===== config.mk =====
export PLATFORM = sky130hd
export DESIGN_NAME = ffha_ctrl
export DESIGN_NICKNAME = d
export VERILOG_FILES = /design/src/hdl/ffha_pkg.sv /design/src/hdl/ffha_ctrl.sv
export SDC_FILE = /design/constraint.sdc
export NUM_CORES = 1
export LEC_CHECK = 0
export BUFFER_PORTS_ARGS = -buffer_cell sky130_fd_sc_hd__buf_2
export CORE_ASPECT_RATIO = 1.1
export CORE_UTILIZATION = 50
export DETAILED_ROUTE_END_ITERATION = 10
export MAX_ROUTING_LAYER = met4
export PLACE_DENSITY_LB_ADDON = 0.2
export REMOVE_ABC_BUFFERS = 1
export SYNTH_ARGS = -nofsm -noshare
export SYNTH_HDL_FRONTEND = slang
export SYNTH_SLANG_ARGS = --single-unit

===== constraint.sdc =====
create_clock -name clk -period 4.9 [get_ports clk]
set_clock_uncertainty 0.05 [all_clocks]
set_input_delay 0.245 -clock clk [delete_from_list [all_inputs] [get_ports clk]]
set_output_delay 0.245 -clock clk [all_outputs]
set_load 0.1 [all_outputs]

===== src/hdl/ffha_pkg.sv =====
`timescale 1ns / 1ps
package ffha_pkg;

  localparam int ADDR_W     = 28;
  localparam int SIZE_W     = 24;
  localparam int PAGE_W     = 17;
  localparam int HDR_BYTES  = 24;
  localparam int PAGE_SHIFT = 12;
  localparam int SPLIT_MIN  = HDR_BYTES + 8;
  localparam int SPAN_PAGES = 1 << (ADDR_W - PAGE_SHIFT);
  localparam logic [PAGE_W-1:0] LIMIT_RESET = PAGE_W'(256);

  localparam logic REQ_ALLOC = 1'b0;
  localparam logic REQ_FREE  = 1'b1;

  localparam logic [1:0] ST_OK      = 2'd0;
  localparam logic [1:0] ST_FAIL    = 2'd1;
  localparam logic [1:0] ST_UNKNOWN = 2'd2;

  typedef struct packed {
    logic              req_type;
    logic [SIZE_W-1:0] req_size;
    logic [ADDR_W-1:0] payload_offset;
  } req_t;

  typedef struct packed {
    logic [ADDR_W-1:0] result_offset;
    logic [1:0]        status;
  } rsp_t;

  typedef struct packed {
    logic [ADDR_W-1:0] start;
    logic [ADDR_W-1:0] size;
    logic              free;
  } ent_t;

  typedef enum logic [3:0] {
    OP_NONE, OP_LOAD, OP_READ, OP_NEXT, OP_LATCH, OP_GROW, OP_DECIDE,
    OP_SH_READ, OP_SH_WRITE, OP_SPLIT, OP_TAKE, OP_MARK, OP_MERGE,
    OP_MFIN, OP_SET_RES, OP_PUSH
  } op_t;

  typedef struct packed {
    op_t        op;
    logic [1:0] status;
  } cmd_t;

  typedef struct packed {
    logic is_free;
    logic zero_size;
    logic null_free;
    logic at_end;
    logic fit;
    logic addr_hit;
    logic grow_ok;
    logic grow_short;
    logic split;
    logic shift_done;
    logic out_busy;
  } flags_t;

endpackage


===== src/hdl/ffha_ctrl.sv =====
`timescale 1ns / 1ps
module ffha_ctrl (
  input  logic             clk,
  input  logic             rst,
  input  logic             in_valid,
  output logic             in_ready,
  input  ffha_pkg::flags_t flags,
  output ffha_pkg::cmd_t   cmd
);
  import ffha_pkg::*;

  typedef enum logic [4:0] {
    S_IDLE, S_DISPATCH, S_A_RD, S_A_EV, S_GROW, S_G_CHK, S_TAKE, S_SH_CHK,
    S_SH_WR, S_SPLIT, S_WTAKE, S_F_RD, S_F_EV, S_M_RD, S_M_EV, S_M_FIN, S_RESP
  } state_t;

  state_t state;
  state_t state_next;

  assign in_ready = (state == S_IDLE);

  always_comb begin
    state_next = state;
    cmd.op     = OP_NONE;
    cmd.status = ST_OK;
    unique case (state)
      S_IDLE: begin
        if (in_valid) begin
          cmd.op     = OP_LOAD;
          state_next = S_DISPATCH;
        end
      end
      S_DISPATCH: begin
        if (flags.is_free) begin
          if (flags.null_free) begin
            cmd.op     = OP_SET_RES;
            state_next = S_RESP;
          end else begin
            state_next = S_F_RD;
          end
        end else if (flags.zero_size) begin
          cmd.op     = OP_SET_RES;
          cmd.status = ST_FAIL;
          state_next = S_RESP;
        end else begin
          state_next = S_A_RD;
        end
      end
      S_A_RD: begin
        if (flags.at_end) begin
          state_next = S_GROW;
        end else begin
          cmd.op     = OP_READ;
          state_next = S_A_EV;
        end
      end
      S_A_EV: begin
        if (flags.fit) begin
          cmd.op     = OP_LATCH;
          state_next = S_TAKE;
        end else begin
          cmd.op     = OP_NEXT;
          state_next = S_A_RD;
        end
      end
      S_GROW: begin
        if (flags.grow_ok) begin
          cmd.op     = OP_GROW;
          state_next = S_G_CHK;
        end else begin
          cmd.op     = OP_SET_RES;
          cmd.status = ST_FAIL;
          state_next = S_RESP;
        end
      end
      S_G_CHK: begin
        if (flags.grow_short) begin
          cmd.op     = OP_SET_RES;
          cmd.status = ST_FAIL;
          state_next = S_RESP;
        end else begin
          state_next = S_TAKE;
        end
      end
      S_TAKE: begin
        cmd.op     = OP_DECIDE;
        state_next = S_SH_CHK;
      end
      S_SH_CHK: begin
        priority if (!flags.split) begin
          state_next = S_WTAKE;
        end else if (flags.shift_done) begin
          state_next = S_SPLIT;
        end else begin
          cmd.op     = OP_SH_READ;
          state_next = S_SH_WR;
        end
      end
      S_SH_WR: begin
        cmd.op     = OP_SH_WRITE;
        state_next = S_SH_CHK;
      end
      S_SPLIT: begin
        cmd.op     = OP_SPLIT;
        state_next = S_WTAKE;
      end
      S_WTAKE: begin
        cmd.op     = OP_TAKE;
        state_next = S_RESP;
      end
      S_F_RD: begin
        if (flags.at_end) begin
          cmd.op     = OP_SET_RES;
          cmd.status = ST_UNKNOWN;
          state_next = S_RESP;
        end else begin
          cmd.op     = OP_READ;
          state_next = S_F_EV;
        end
      end
      S_F_EV: begin
        if (flags.addr_hit) begin
          cmd.op     = OP_MARK;
          state_next = S_M_RD;
        end else begin
          cmd.op     = OP_NEXT;
          state_next = S_F_RD;
        end
      end
      S_M_RD: begin
        if (flags.at_end) begin
          state_next = S_M_FIN;
        end else begin
          cmd.op     = OP_READ;
          state_next = S_M_EV;
        end
      end
      S_M_EV: begin
        cmd.op     = OP_MERGE;
        state_next = S_M_RD;
      end
      S_M_FIN: begin
        cmd.op     = OP_MFIN;
        state_next = S_RESP;
      end
      S_RESP: begin
        if (!flags.out_busy) begin
          cmd.op     = OP_PUSH;
          state_next = S_IDLE;
        end
      end
      default: state_next = S_IDLE;
    endcase
  end

  always_ff @(posedge clk) begin
    if (rst) begin
      state <= S_IDLE;
    end else begin
      state <= state_next;
    end
  end

endmodule


==> impl_metrics.yaml <==
cts:
  cts-root-buf: "clkbuf_4"
  cts_max_path_buffers: 2
  cts_hold_buffers: 0
  clkSinkCount: 5
  clk_pin_slew_worst_paths_ps: 40
  cts_setup_buffers: 0
  h-tree-depth: 1
  cts_tree: "built"
  cts.repair.resized: 0
  clk_latency_ps: 230
  cts_buffers: 3
cells_and_area:
  largest_register_ffs: 5
  num_antenna_cells: 0
  reg.largest.list: "state (5)"
  area_growth_pct: 14.3
  final_cells: 135
  drive_above_1_share_pct: 25.2
  largest_register: "state"
  nNetsFinal: 134
floorplanning:
  die_h_microns: 42.2
  die_area_sq_um: 1630
  design.core.area_sq_um: 1370
  start_util_pct: 53.8
  num_rows: 14
  num_io_pins: 21
  fp.dieW_microns: 38.5
global_routing:
  grtUsageTotal_pct: 28.7
  grt_pass1_wl_microns: 3430
  gr-total-overflow: 0
  grt_pass1_vias: 776
  grt_start_max_net_pins: 24
  antenna_found_initial: 0
power_and_ir_drop:
  ir_drop_v: 0.000409
  pwr_density_cell_nw_per_um2: 747
  power_leakage_nw: 0.331
synthesis:
  syn-cell-area_sq_um: 734
  synth.top_cell.area_share_pct: 13.6
  yosysTopAreaCell: "dfxtp_1"
  synth.area.top_cells: "dfxtp_1 14%, nand2b_1 6.0%, nor3_1 4.1%, nand2_1 3.6%, nor2_1 3.6%"
  synthFlopType: "dfxtp_1"
  yosysSeqAreaShare_pct: 13.6
  async_flop_share_pct: 0
  synthDistinctLibCells: 42
  synth_seq_cells: 5
  synthCells: 103
  synth_xor_area_share_pct: 0
  muxShareOfSynthArea_pct: 2.73
  synth_compound_area_share_pct: 31.7
  synth_commonest_cells: "7 x nand2_1, 7 x nand2b_1, 7 x nor2_1"
  synth_top_family_by_area: "simple AND/OR/NAND/NOR gates"
  ys_warn_count: 0
  post_synth_and_or_nand_nor_area_fraction_pct: 44.8
  synth-edff-count: 0
  avgSynthCellArea_sq_um: 7.13
  synthAdderAreaFrac_pct: 0
timing:
  hold_viol_final: 0
  post-route-period-util_pct: 56.7
  slew_headroom_pct: 51.3
  setup_viol_count_final: 0
  drv_slew: 0
  worst_pin_slew_ps: 729
  fmax_mhz: 360
  whs_ps: 182
  fin_crit_ps: 2780
  rsz0062_at_grt: "false"
  fin_tns_setup_ps: 0
job:
  cap_viol_max_count: 0
setup_path:
  path_class: "reg -> out"
  required_ps: 4610
  critPathCaptureType: "output pin"
  path_cells: "nor2_1 -> and3b_1 -> nor4b_4 -> or3b_1 -> buf_2"
  arrival_ps: 2480
  critPathSlowestCell: "dfxtp_1"
  cp_max_fo: 23
  cpPeakStageDelay_ps: 790
  startpoint_type: "flop"
placed_design:
  dp.final_hpwl_microns: 1490
  portBuffers: 20
  dp_cells: 131
  gp_congestion: 0.923
drt:
  via_count: 916
  wl_microns: 2040
  ant_nets: 0
  routedWlPerCell_microns: 15.1
  viasPerCell: 6.79
  drtIter0Drc: 33
  detail_route.first_pass.iterations: 4
  remaining_drc_errors: 0
outcome:
  status: "finished, final reports clean"
hold_path:
  min-delay-path-class: "in -> reg"
==> path summary, 6_finish.rpt <==
check | startpoint | end | slack [ps] | cells past startpoint
setup reg to reg | state[2]$_SDFFE_PP0P_ | state[0]$_SDFFE_PP0P_ | 2880 | 4
hold reg to reg | state[1]$_SDFFE_PP0P_ | state[2]$_SDFFE_PP0P_ | 720 | 2
setup / recovery | state[0]$_SDFFE_PP0P_ | cmd[4] | 2120 | 5
hold / removal | rst | state[4]$_SDFFE_PP0P_ | 180 | 2
==> layout by cell type, fill, tap and decap left out, types with 2 or more instances in the layout <==
master	count
mux2i_1	2
dfxtp_1	5
o21ai_0	3
buf_2	20
clkbuf_4	3
a211oi_1	2
nand3b_1	2
nor3_1	6
or2_2	2
nor2_1	7
a21oi_1	5
nand2_1	7
a32oi_1	2
nor2b_1	4
and4_1	2
o22ai_1	3
a31oi_1	2
nand3_1	4
nor3b_1	2
or3_4	2
nor4_1	4
nand2b_1	7
inv_1	3
o211ai_1	2
==> final cells by class <==
type / count / area [sq um]
flip-flops and latches: 5 / 100
fillers: 136 / 527
well taps: 16 / 20.0
repair buffers: 20 / 100
multi-input cells: 87 / 582
inverters: 3 / 11.3
clock buffers: 4 / 26.3
==> report_power, final <==
group | internal [mW] | switching [mW] | leakage [nW] | total [mW]
Combinational | 0.116 | 0.354 | 0.275 | 0.470
Clock | 0.0307 | 0.0155 | 0.0150 | 0.0462
Sequential | 0.0529 | 0.0579 | 0.0409 | 0.111
Total | 0.200 | 0.427 | 0.331 | 0.627
==> critical path: cells and delay by family (launching register included) <==
family	cells	cell delay, ps
DFF	1	790
buffers and inverters	1	300
and+or+nand+nor	4	1160
==> metal layers <==
metal / share of wire [%] / vias to the layer above / GRT usage [%]
li1: - / 438 / -
met2: 49 / 48 / 43.0
met4: 1.1 / 0 / 6.21
met3: 5.9 / 4 / 1.60
met5: 0 / - / -
met1: 44 / 426 / 42.0
==> cell families after synthesis <==
kind of cell | count (synthesis)
compound gates | 32
flops | 5
buf+inv | 11
simple gates | 53
mux | 2
==> through the flow <==
stage	cell area [sq um]	total power [mW]	utilization, %	worst slack [ps]
global route	840	0.666	61.4	1990
finish	840	0.627	61.4	2120
detailed placement	813	0.576	59.5	2430
CTS	840	0.624	61.4	2150
floorplan	693	0.494	-	664
global placement	813	0.573	59.5	2430
Power figures use the tool's default switching activity.
